$ cat src/rtl/scala_note_to_pitch_assert.svh
// Assertion macros shared by the RTL files.
`ifndef SCALA_NOTE_TO_PITCH_ASSERT_SVH
`define SCALA_NOTE_TO_PITCH_ASSERT_SVH
// Implication checked every clock edge outside reset.
`define SNP_ASSERT_IMPL(label, ante, cons) \
  label: assert property (@(posedge clk) disable iff (rst) (ante) |-> (cons)) \
    else $error("assertion failed");
// Next-cycle implication checked outside reset.
`define SNP_ASSERT_NEXT(label, ante, cons) \
  label: assert property (@(posedge clk) disable iff (rst) (ante) |=> (cons)) \
    else $error("assertion failed");
`endif

$ cat src/rtl/snp_pkg.sv
// ---------------------------------------------------------------------------
// snp_pkg
// Shared types and constants for the note-to-pitch converter.
// ---------------------------------------------------------------------------
`default_nettype none
package snp_pkg;
  localparam int MAP_DEPTH       = 128;
  localparam int SCALE_DEPTH     = 128;
  localparam int RATIO_FRAC_BITS = 24;
  localparam int MAP_AW          = 7;
  localparam int SCALE_AW        = 7;

  localparam logic [1:0] REQ_CONVERT   = 2'd0;
  localparam logic [1:0] REQ_MAP_WR    = 2'd1;
  localparam logic [1:0] REQ_SCALE_WR  = 2'd2;

  localparam logic [2:0] CFG_MAP_SIZE   = 3'd0;
  localparam logic [2:0] CFG_SCALE_SIZE = 3'd1;
  localparam logic [2:0] CFG_ZERO_NOTE  = 3'd2;
  localparam logic [2:0] CFG_REPEAT_INC = 3'd3;
  localparam logic [2:0] CFG_BASE_PITCH = 3'd4;
  localparam logic [2:0] CFG_INV_PERIOD = 3'd5;

  typedef enum logic [3:0] {
    ST_IDLE, ST_DIV1, ST_MAPRD, ST_MAPWT, ST_DEG, ST_DIV2,
    ST_PRD, ST_PWT, ST_OCT, ST_SRD, ST_SWT, ST_SCL, ST_DONE
  } state_t;

  typedef struct packed {
    logic load;      // latch request, start first divide
    logic div_step;
    logic map_rd;
    logic deg_load;  // form degree, start second divide
    logic per_rd;    // read period ratio
    logic factor_ld; // latch octave factor
    logic oct_step;
    logic scl_rd;
    logic scl_mul;
    logic done;
  } ctl_t;

  typedef struct packed {
    logic div_busy;
    logic is_convert;
    logic unmapped;
    logic oct_left;
    logic sidx_nz;
  } sts_t;
endpackage
`default_nettype wire

$ cat src/rtl/snp_ctrl.sv
// ---------------------------------------------------------------------------
// snp_ctrl
// Sequencer for one request: divides, table reads, octave loop, scaling.
// ---------------------------------------------------------------------------
`default_nettype none
`include "scala_note_to_pitch_assert.svh"
module snp_ctrl (
  input  wire logic          clk,
  input  wire logic          rst,
  input  wire logic          start,
  output logic               busy,
  output snp_pkg::ctl_t      ctl,
  input  wire snp_pkg::sts_t sts
);
  import snp_pkg::*;
  state_t state, state_next;

  always_ff @(posedge clk) begin
    if (rst) begin
      state <= ST_IDLE;
    end else begin
      state <= state_next;
    end
  end

  always_comb begin
    state_next = state;
    ctl = '0;
    busy = (state != ST_IDLE);
    case (state)
      ST_IDLE: begin
        if (start) begin
          ctl.load = 1'b1;
          state_next = ST_DIV1;
        end
      end
      ST_DIV1: begin
        if (!sts.is_convert) begin
          state_next = ST_DONE;
        end else if (sts.div_busy) begin
          ctl.div_step = 1'b1;
        end else begin
          ctl.map_rd = 1'b1;
          state_next = ST_MAPRD;
        end
      end
      ST_MAPRD: state_next = ST_MAPWT;
      ST_MAPWT: begin
        if (sts.unmapped) begin
          state_next = ST_DONE;
        end else begin
          state_next = ST_DEG;
        end
      end
      ST_DEG: begin
        ctl.deg_load = 1'b1;
        state_next = ST_DIV2;
      end
      ST_DIV2: begin
        if (sts.div_busy) begin
          ctl.div_step = 1'b1;
        end else begin
          ctl.per_rd = 1'b1;
          state_next = ST_PRD;
        end
      end
      ST_PRD: state_next = ST_PWT;
      ST_PWT: begin
        ctl.factor_ld = 1'b1;
        state_next = ST_OCT;
      end
      ST_OCT: begin
        if (sts.oct_left) begin
          ctl.oct_step = 1'b1;
        end else begin
          ctl.scl_rd = 1'b1;
          state_next = ST_SRD;
        end
      end
      ST_SRD: state_next = ST_SWT;
      ST_SWT: begin
        state_next = ST_SCL;
      end
      ST_SCL: begin
        if (sts.sidx_nz) begin
          ctl.scl_mul = 1'b1;
        end
        state_next = ST_DONE;
      end
      ST_DONE: begin
        ctl.done = 1'b1;
        state_next = ST_IDLE;
      end
      default: state_next = ST_IDLE;
    endcase
  end

  `SNP_ASSERT_NEXT(a_load_leaves_idle, ctl.load, state == ST_DIV1)
  `SNP_ASSERT_IMPL(a_done_one_state, ctl.done, state == ST_DONE)
  `SNP_ASSERT_IMPL(a_busy_no_load, busy, !ctl.load)
endmodule
`default_nettype wire

$ cat config.mk
export PLATFORM = sky130hd
export DESIGN_NAME = snp_ctrl
export DESIGN_NICKNAME = d
export VERILOG_FILES = /design/src/rtl/snp_pkg.sv /design/src/rtl/snp_ctrl.sv
export VERILOG_INCLUDE_DIRS = /design/src /design/src/rtl
export SDC_FILE = /design/constraint.sdc
export NUM_CORES = 1
export LEC_CHECK = 0
export BUFFER_PORTS_ARGS = -buffer_cell sky130_fd_sc_hd__buf_2
export CAP_MARGIN = 10
export CORE_AREA = 2 2 39 41
export CTS_CLUSTER_SIZE = 12
export DETAILED_ROUTE_END_ITERATION = 7
export DIE_AREA = 0 0 41 43
export GPL_ROUTABILITY_DRIVEN = 1
export HOLD_SLACK_MARGIN = 0.08
export SLEW_MARGIN = 20
export SYNTH_ARGS = -nofsm -noshare
export SYNTH_HDL_FRONTEND = slang
export SYNTH_SLANG_ARGS = --single-unit
export TNS_END_PERCENT = 5
$ cat constraint.sdc
create_clock -name clk -period 1 [get_ports clk]
set_input_delay 0.2 -clock clk [delete_from_list [all_inputs] [get_ports clk]]
set_output_delay 0.2 -clock clk [all_outputs]
set_load 0.01 [all_outputs]
[Word level (Yosys, flattened, before mapping)]
Cells that the tools add are included.
Word-level totals
  bits in registers: 4
  bits in latches: 0
  memory bits (writable): 0
  memory bits (read-only): 0
  input port bits: 8
  output and inout port bits: 11
  word-level logic and storage cells: 43
  memories kept: 0
Operators by class
  $add $sub $neg: 0
  multiply operators: 0
  div/mod/pow operators: 0
  $lt $le $gt $ge: 0
  equality and inequality tests: 16
  shift operators: 0
  mux-type cells: 23
  bitwise logic cells: 0
  reduce and logical (&&, ||, !) cells: 3
Operators with widths (count)
  $pmux 4 s12: 1
  $mux 4: 6
  $eq 4x4->1 const B: 5
  $eq 4x3->1 const B: 4
  $mux 1: 13
  $eq 4x2->1 const B: 2
  $ne 2x2->1 const B: 3
  $eq 4x1->1 const B: 1
  $logic_not 4->1: 1
  $mux 2: 2
  $reduce_and 4->1: 1
  $reduce_bool 4->1: 1
  $ne 3x3->1 const B: 1
  $pmux 1 s2: 1

[Longest topological paths before layout]
Gate-level depths: netlist (run 1).
  depth after elaboration: 3
  mapped depth: 4
  mapped depth without buffers: 3

[Worst setup path after synthesis (run 1)]
OpenSTA, ideal clock, no wires.
  path kind: register to output
  start point: register state[2]
  end point: output port ctl[2] in the netlist's numbering
  data arrival time: 0.966 ns
  data required time: 0.800 ns
  path slack: -0.166 ns
  cell stages (with the launch flop): 5
  buffers on the path: 1
  cell sequence: dfxtp_1 > buf_2 > nor3_1 > nand2_1 > nor2_1
RTL lines
  from (decl): line snp_ctrl.sv:16  | state_t state, state_next;
  from (signal assigned): line snp_ctrl.sv:22  | state <= state_next;
  to (decl): line snp_ctrl.sv:12  | output snp_pkg::ctl_t ctl,

==> results of run 1 <==
## where the power goes
group          switching [mW]  leakage, nW  internal (mW)
clock network          0.0699       0.0138          0.135
registers              0.0482       0.0353          0.185
logic                   0.146        0.226          0.173
## metal layers
layer	track usage	routed length (µm)	vias up	share of wire
li1	-	-	220	-
met1	0.187	444	174	0.47
met2	0.178	430	11	0.46
met3	0.0471	70	0	0.074
met4	0.0667	0	0	0
met5	0	0	-	0
## critical path: stages, from the launching register on
cell,delay (ns)
dfxtp_2,0.34
nand2b_4,0.17
nor4b_4,0.22
buf_2,0.17
## repair_timing
item / in CTS / in global routing
gates resized for setup: 12 / 2
setup endpoints to repair: 15 / 15
pin swaps: 3 / 2
## kinds of logic (layout without fill, tap and decap cells)
family          count (synthesis)  after routing  synth area share
compound gates                 10             10             0.188
buf+inv                         4             31            0.0553
flops                           4              4             0.236
simple gates                   29             29             0.520
## layout make-up
cell class / instances / share of cell area
Sequential cell: 4 / 0.162
Tap cell: 16 / 0.0350
Timing Repair Buffer: 27 / 0.289
Inverter: 1 / 0.00656
Multi-Input combinational cell: 39 / 0.468
Clock buffer: 3 / 0.0394
## worst paths after layout
| kind | startpoint | end | slack [ns] | cells past startpoint |
|---|---|---|---|---|
| worst min register to register | state[3] | state[3] | 0.60 | 2 |
| worst min-delay path | rst | state[2] | 0.15 | 2 |
| worst max-delay path | state[3] | ctl[8] | -0.35 | 3 |
| worst max register to register | state[2] | state[1] | -0.10 | 4 |
## metrics by stage
step           power [mW]  setup TNS [ns]  instances
6_report            0.757           -3.22         90
3_5_place_dp        0.517           -1.99         87
4_1_cts             0.760           -3.35         90
2_1_floorplan       0.392          -0.660         47
5_1_grt             0.825           -4.25         90
3_3_place_gp        0.516           -1.81         87
## cells in the final DEF, fill, tap and decap left out, drive strengths merged, types with 2 or more instances in the layout
master	count
a21oi	4
and3	2
buf	27
clkbuf	3
dfxtp	4
nand2	6
nand2b	4
nor2	6
nor2b	2
nor3	5
==> metrics.md, run 1 <==
| Metric | Value |
|---|---|
| Status | `finished, violations left` |
| Failing checks | `negative setup slack` |
| Largest net degree at the start of global routing | `9` |
| Clk_lat worst skew | `between 0.2 and 0.25 ns` |
| Hold buffers post-CTS | `0` |
| Synth top area share | `0.236` |
| Floorplan row count | `14` |
| Number of DRC markers in iteration 0 | `12` |
| Clk root buf | `clkbuf_4` |
| DRT antenna net count | `0` |
| Arr. time, crit path | `between 1 and 1.5 ns` |
| Vias in the first global route | `374` |
| Layout cells sized above 1 | `0.581` |
| Crit path capture type | `primary output` |
| Final worst slack | `-0.345 ns` |
| Final nets | `84` |
| H-tree depth | `1` |
| Synth cell count leaders | `6 x nor2_1, 5 x nand2_1, 5 x nor3_1` |
| Max Fclk | `0.743 GHz` |
| Place WS | `-0.194 ns` |
| Seq. cell area | `a little over 90 µm²` |
| Largest register by flop count | `state` |
| Hpwl dp | `around 730 µm` |
| Worst-path clk slew | `approximately 0.04 ns` |
| DP Area | `approximately 510 µm²` |
| Final Core Density | `0.413` |
| Total grt overflow | `0` |
| Multi-input gate area | `around 270 µm²` |
| Gpl congestion | `a little under 0.8` |
| Sequential area share after synthesis | `0.236` |
| DRC violations left | `0` |
| Max FFs per register | `4` |
| Area of the core | `1380 µm²` |
| Crit share post-route | `1.35` |
| Fillcell total | `around 150` |
| Asr flop ratio synth | `0` |
| Clock Path Buffers | `2` |
| Die Width | `41 µm` |
| Initial antenna violation count | `0` |
| RSZ-0062 raised after global routing | `yes` |
| Most used flip-flop cell after synthesis | `dfxtp_1` |
| Post-synth EDFFs | `0` |
| Count of different cell masters after synthesis | `23` |
| Clock Skews | `~0.0043 ns` |
| Vias/cell | `4.50` |
| Crit path launch type | `flop` |
| MaxCap Viol Count | `0` |
| Hold Fails Final Rpt | `0` |
| Syn Inst Count | `47` |
| I/O pin cnt | `19` |
| Synth area leaders | `dfxtp_1 24%, nor3_1 7.4%, nor4b_4 7.0%` |
| Slew of the pin with the lowest slew margin | `0.208 ns` |
| Rel. slew slack | `0.861` |
| Final wirelength | `~950 µm` |
| PwrDens | `about 1300 nW/µm²` |
| Slew Limit Fails | `0` |
| Chip height | `around 43 µm` |
| Vias | `between 400 and 500` |
| Drt first pass iters | `2` |
| Antenna Cells | `0` |
| Routed wire per std cell | `~11 µm` |
| Count leader, synth | `nor2_1` |
| Design Area, Final | `between 500 and 600 µm²` |
| Syn nets | `55` |
| Sink Count | `4` |
| Seq cells post-synth | `4` |
| Synthesized cell area | `about 340 µm²` |
| Hold slack | `approximately 0.15 ns` |
| Worst VDD drop | `between 0.0005 and 0.0006 V` |
| Yosys top cell by area | `dfxtp_1` |
| CP Max Fanout | `6` |
| Regs by FF count | `state (4)` |
| Leak | `between 0.2 and 0.3 nW` |
| CP required | `approximately 0.8 ns` |
| Area Overhead vs Synth | `68.6%` |
| Syn Area/Cell | `slightly above 7 µm²` |
| HP Class | `input pin to flop` |
| CTS tree | `built` |
| First-pass GRT wire length | `1590 µm` |
| GRT Util Overall | `0.135` |
| Ys Warns | `0` |
| Setup repair bufs after CTS | `0` |
| Final Setup Violations | `14` |
| Die area | `between 1500 and 2000 µm²` |
| Initial Utilization | `0.245` |
| Minimum clock period | `about 1.3 ns` |
| Critical setup path kind | `flop to primary output` |
| CTS Buf Count | `3` |
| PortBufs | `18` |
Note: power is estimated with default switching activity, not from simulation.
==> run 2, diff against run 1 <==
- CORE_AREA: 2 2 39 41 -> 4 4 41 43
- DIE_AREA: 0 0 41 43 -> 0 0 45 47
==> metrics.md, run 2 (synthesis results as in run 1) <==
| Metric | Value |
|---|---|
| Status | `finished, violations left` |
| Failing checks | `negative setup slack` |
| Fillcell total | `143 (-2.7%)` |
| Chip height | `47 µm (+9.3%)` |
| Area of the core | `1300 µm² (-6.0%)` |
| Place WS | `-0.190 ns (+0.00374 ns)` |
| Commonest non-fill, non-tap cell in the layout | `buf_2` |
| RSZ-0062 raised after global routing | `yes` |
| MaxCap Viol Count | `0 (unchanged)` |
| Clk root buf | `clkbuf_4` |
| Regs by FF count | `state (4)` |
| CP Max Fanout | `6 (unchanged)` |
| DRC violations left | `0 (unchanged)` |
| HP Class | `input pin to flop` |
| Initial Utilization | `0.261 (+0.0155)` |
| CTS tree | `built` |
| Critical path's slowest cell | `dfxtp_2` |
| Clock Skews | `0.00452 ns (+0.000193 ns)` |
| Layout cells sized above 1 | `0.636 (+0.0553)` |
| Total grt overflow | `0 (unchanged)` |
| Minimum clock period | `1.34 ns (-0.00906 ns)` |
| CP required | `0.80 ns (about the same)` |
| Worst-path clk slew | `0.04 ns (about the same)` |
| DRT antenna net count | `0 (unchanged)` |
| Gpl congestion | `0.801 (+2.7%)` |
| Flop2flop setup slack | `-0.10 ns (about the same)` |
| Arr. time, crit path | `1.14 ns (about the same)` |
| Vias | `428 (+5.7%)` |
| Final nets | `87 (+3.6%)` |
| Crit path launch type | `flop` |
| CTS Buf Count | `3 (unchanged)` |
| First-pass GRT wire length | `1520 µm (-4.3%)` |
| Antenna Cells | `0 (unchanged)` |
| Clock Path Buffers | `2 (unchanged)` |
| Hpwl dp | `811 µm (+11%)` |
| Max FFs per register | `4 (unchanged)` |
| WP buf/inv | `1 (unchanged)` |
| Worst VDD drop | `0.000630 V (+23%)` |
| Sink Count | `4 (unchanged)` |
| Final wirelength | `991 µm (+4.9%)` |
| GRT Util Overall | `0.104 (-0.0303)` |
| Drt first pass iters | `2 (unchanged)` |
| Hold buffers post-CTS | `0 (unchanged)` |
| Vias in the first global route | `415 (+11%)` |
| H-tree depth | `1 (unchanged)` |
| I/O pin cnt | `19 (unchanged)` |
| Largest register by flop count | `state` |
| Leak | `0.290 nW (+5.5%)` |
| PortBufs | `18 (unchanged)` |
| Routed wire per std cell | `10.8 µm (+2.6%)` |
| Die Width | `45 µm (+9.8%)` |
| Area Overhead vs Synth | `77.1%` |
| Commonest non-fill, non-tap cells in the layout | `18 x buf_2, 10 x buf_4, 5 x nand2_1` |
| CP Cell Sequence | `nand2b_4 > nor4b_4 > buf_2` |
| Die area | `2120 µm² (+20%)` |
| Crit path capture type | `primary output` |
| CP delay by family, top | `simple AND/OR/NAND/NOR gates` |
| Critical setup path kind | `flop to primary output` |
| Number of DRC markers in iteration 0 | `1 (-11)` |
| Final Setup Violations | `14 (unchanged)` |
| Hold Fails Final Rpt | `0 (unchanged)` |
| Slew of the pin with the lowest slew margin | `0.231 ns (+0.0224 ns)` |
| Max Fclk | `0.748 GHz (+0.68%)` |
| Final worst slack | `-0.336 ns (+0.00906 ns)` |
| Crit share post-route | `1.34 (-0.00906)` |
| Slowest stage delay, CP | `0.34 ns (about the same)` |
| Rel. slew slack | `0.846 (-0.0143)` |
| Largest net degree at the start of global routing | `9 (unchanged)` |
| Floorplan row count | `13 (-1)` |
| Initial antenna violation count | `0 (unchanged)` |
| Vias/cell | `4.65 (+3.4%)` |
| PwrDens | `1310 nW/µm² (-1.1%)` |
| Total power | `786 µW (+3.8%)` |
| Slew Limit Fails | `0 (unchanged)` |
| Clk_lat worst skew | `0.24 ns (about the same)` |
-- run 2: cell type report --
class | instances | area [µm²] | area share
well taps | 15 | 18.8 | 0.0313
clock buffers | 3 | 22.5 | 0.0375
flip-flops and latches | 4 | 92.6 | 0.154
inverters | 1 | 3.75 | 0.00625
multi-input cells | 39 | 275 | 0.458
repair buffers | 30 | 188 | 0.313
-- run 2: through the flow --
stage / instances / TNS [ns] / util / hold slack (ns) / area, µm²
after CTS: 92 / -3.38 / 0.460 / 0.151 / 598
after floorplan: 47 / -0.660 / - / 0.269 / 347
after global placement: 89 / -1.82 / 0.408 / 0.398 / 531
after global routing: 92 / -4.18 / 0.462 / 0.147 / 601
after detailed placement: 89 / -1.93 / 0.408 / 0.400 / 531
final: 92 / -3.20 / 0.462 / 0.156 / 601
-- run 2: worst paths after layout --
check	cells after the start	end	startpoint
worst max-delay path	3	ctl[8]	state[3]
worst min-delay path	2	state[3]	rst
worst max register to register	4	state[1]	state[2]
worst min register to register	2	state[3]	state[3]
-- run 2: layer usage --
layer / global-route usage / share of wire / vias to the layer above
met4: 0.0702 / 0.021 / 0
met3: 0.0345 / 0.049 / 2
met1: 0.100 / 0.41 / 192
met2: 0.189 / 0.52 / 10
li1: - / - / 224
met5: 0 / 0 / -
-- run 2: worst register-to-register path: stages, from the launching register on --
cell and delay [ns]:
dfxtp_4 0.39, buf_6 0.13, a21oi_1 0.09, and3b_1 0.18, a31o_2 0.20
-- run 2: power breakdown --
group	switching, mW	total [mW]	internal [mW]
Combinational	0.159	0.355	0.196
Clock	0.0644	0.198	0.134
Sequential	0.0469	0.232	0.185
Total	0.270	0.786	0.516
-- run 2: what timing repair did --
action | 4_1_cts | 5_1_grt
endpoints found under the setup margin | 15 | 15
gates cloned | 0 | 0
pin swaps | 4 | 5
gates resized for setup | 15 | 1
buffers inserted | 0 | 0
==> run 3, diff against run 2 <==
- ABC_AREA: default -> 1
==> metrics.md, run 3 <==
| Metric | Value |
|---|---|
| Synthesized cell area | `368 µm² (+8.5%)` |
| Count of different cell masters after synthesis | `16 (-30%)` |
| Final worst slack | `-0.331 ns (+0.00475 ns)` |
| GRT Util Overall | `0.108 (+0.00316)` |
| DRT antenna net count | `0 (unchanged)` |
| Largest net degree at the start of global routing | `7 (-2)` |
| Most used flip-flop cell after synthesis | `dfxtp_1` |
| Ys Warns | `0 (unchanged)` |
| Commonest non-fill, non-tap cells in the layout | `17 x buf_2, 12 x nand2_1, 12 x inv_1` |
| Clk root buf | `clkbuf_4` |
| MaxCap Viol Count | `0 (unchanged)` |
| Place WS | `-0.174 ns (+0.0161 ns)` |
| CTS Buf Count | `3 (unchanged)` |
| Area of the core | `1300 µm² (unchanged)` |
| Routed wire per std cell | `8.79 µm (-18%)` |
| Die area | `2120 µm² (unchanged)` |
| Vias/cell | `4.20 (-9.7%)` |
| Critical setup path kind | `flop to primary output` |
| Vias | `437 (+2.1%)` |
| Slew of the pin with the lowest slew margin | `0.164 ns (-0.0668 ns)` |
| Final Setup Violations | `13 (-1)` |
| Minimum clock period | `1.33 ns (-0.00475 ns)` |
| Slew Limit Fails | `0 (unchanged)` |
| Sink Count | `4 (unchanged)` |
| Regs by FF count | `state (4)` |
| RSZ-0062 raised after global routing | `yes` |
| Initial antenna violation count | `0 (unchanged)` |
| Leak | `0.353 nW (+21%)` |
| Max Fclk | `0.751 GHz (+0.36%)` |
| Yosys top cell by area | `dfxtp_1` |
| Synth top area share | `0.218 (-0.0185)` |
| Rel. slew slack | `0.890 (+0.0437)` |
| Initial Utilization | `0.283 (+0.0221)` |
| Arr. time, crit path | `1.13 ns (about the same)` |
| CP Cell Sequence | `inv_1 > nand2_1 > nor2_4 > nand2_2 > nor2_4 > buf_6` |
| Commonest non-fill, non-tap cell in the layout | `buf_2` |
| Layout cells sized above 1 | `0.584 (-0.0521)` |
| Antenna Cells | `0 (unchanged)` |
| Floorplan row count | `13 (unchanged)` |
| Design Area, Final | `604 µm² (+0.63%)` |
| Number of DRC markers in iteration 0 | `3 (+2)` |
| Worst-path clk slew | `0.04 ns (about the same)` |
| DRC violations left | `0 (unchanged)` |
| Crit path launch type | `flop` |
| Layout Cells excl Fill | `104 (+13%)` |
| Synth area leaders | `dfxtp_1 22%, inv_1 13%, nand2_1 13%` |
| Hpwl dp | `797 µm (-1.7%)` |
| Sequential area share after synthesis | `0.218 (-0.0185)` |
| Crit path capture type | `primary output` |
| PortBufs | `18 (unchanged)` |
| Area Overhead vs Synth | `64.3%` |
| Final Core Density | `0.464 (+0.00288)` |
| CTS tree | `built` |
| Hold buffers post-CTS | `0 (unchanged)` |
| Worst VDD drop | `0.00103 V (+64%)` |
| Max FFs per register | `4 (unchanged)` |
| Final nets | `99 (+14%)` |
| Hold slack | `0.125 ns (-0.0309 ns)` |
| H-tree depth | `1 (unchanged)` |
| Top cell by count, worst path | `nor2_4` |
| Slowest stage delay, CP | `0.35 ns (about the same)` |
| Crit share post-route | `1.33 (-0.00475)` |
| Chip height | `47 µm (unchanged)` |
| Syn Area/Cell | `5.84 µm² (-19%)` |
| HP Class | `input pin to flop` |
| Clock Skews | `0.00398 ns (-0.000545 ns)` |
| CP Max Fanout | `5 (-1)` |
| Failing checks | `negative setup slack` |
| Total grt overflow | `0 (unchanged)` |
| Dpl cells | `100 (+12%)` |
| Largest register by flop count | `state` |
| Status | `finished, violations left` |
| Seq cells post-synth | `4 (unchanged)` |
| Drt first pass iters | `2 (unchanged)` |
| Vias in the first global route | `428 (+3.1%)` |
| Clk_lat worst skew | `0.23 ns (about the same)` |
| Clock Path Buffers | `2 (unchanged)` |
| Hold Fails Final Rpt | `0 (unchanged)` |
| I/O pin cnt | `19 (unchanged)` |
| Final wirelength | `914 µm (-7.8%)` |
| PwrDens | `1900 nW/µm² (+45%)` |
| Die Width | `45 µm (unchanged)` |
| Post-synth EDFFs | `0 (unchanged)` |
| Fillcell total | `149 (+4.2%)` |
| First-pass GRT wire length | `1640 µm (+7.7%)` |
| Syn Inst Count | `63 (+34%)` |
| Critical path's slowest cell | `dfxtp_4` |
| DP Area | `538 µm² (+1.4%)` |
| Gpl congestion | `0.703 (-12%)` |
| Asr flop ratio synth | `0 (unchanged)` |
| Syn nets | `71 (+29%)` |
| Synth cell count leaders | `13 x inv_1, 13 x nand2_1, 9 x nor2_1` |
| CP required | `0.80 ns (about the same)` |
==> run 3: changes by cell type after synthesis, moves of 4 or more <==
cell     before  now
inv_1         1   13
inv_2         0    4
nand2_1       5   13
nor3_1        5    1
==> run 3: what timing repair did <==
action	4_1_cts	5_1_grt
resized for setup	10	4
buffers inserted	1	0
cloned	0	0
pin swaps	5	1
endpoints found under the hold margin	0	0
setup endpoints to repair	15	15
==> run 3: cell type report <==
class,count,area [µm²],area share
clock buffer,3,22.5,0.0373
tap,15,18.8,0.0311
timing repair buffer,23,138,0.228
sequential,4,95.1,0.157
inverter,17,63.8,0.106
multi-input combinational,42,267,0.441
==> run 3: cells by family (layout without fill, tap and decap cells) <==
kind of cell | Yosys count | after routing | share of synthesized area
AND/OR/NAND/NOR | 38 | 38 | 0.554
buffers and inverters | 17 | 43 | 0.173
AO/OA/AOI/OAI | 4 | 4 | 0.0544
flip-flops | 4 | 4 | 0.218
==> run 3: path summary, 6_finish.rpt <==
kind,from,end,slack [ns],depth (start not counted)
worst max-delay path,state[1],ctl[7],-0.33,6
worst max register to register,state[1],state[1],-0.10,8
worst min register to register,state[0],state[0],0.57,3
worst min-delay path,rst,state[2],0.13,2
==> run 3: where the power goes <==
part           switching (mW)  internal, mW
sequential             0.0718         0.218
clock                  0.0639         0.134
combinational           0.379         0.279
total                   0.514         0.631
==> run 3: worst max-delay path, delay by kind of cell, from the launching register on <==
family | cells | cell delay [ns]
buf+inv | 2 | 0.15
flops | 1 | 0.35
simple gates | 4 | 0.40
==> run 3: per-layer routing <==
layer / up-vias / wire, µm / global-route usage
met1: 185 / 411 / 0.125
li1: 242 / - / -
met4: 0 / 0 / 0.0526
met3: 0 / 45 / 0.0230
met5: - / 0 / 0
met2: 10 / 457 / 0.186
==> run 3: per-stage QoR <==
| step | setup TNS (ns) | total power [mW] |
|---|---|---|
| detailed placement | -1.38 | 0.885 |
| floorplan | -0.151 | 0.669 |
| finish | -3.15 | 1.15 |
| CTS | -3.40 | 1.15 |
| global route | -4.20 | 1.26 |
| global placement | -1.16 | 0.880 |
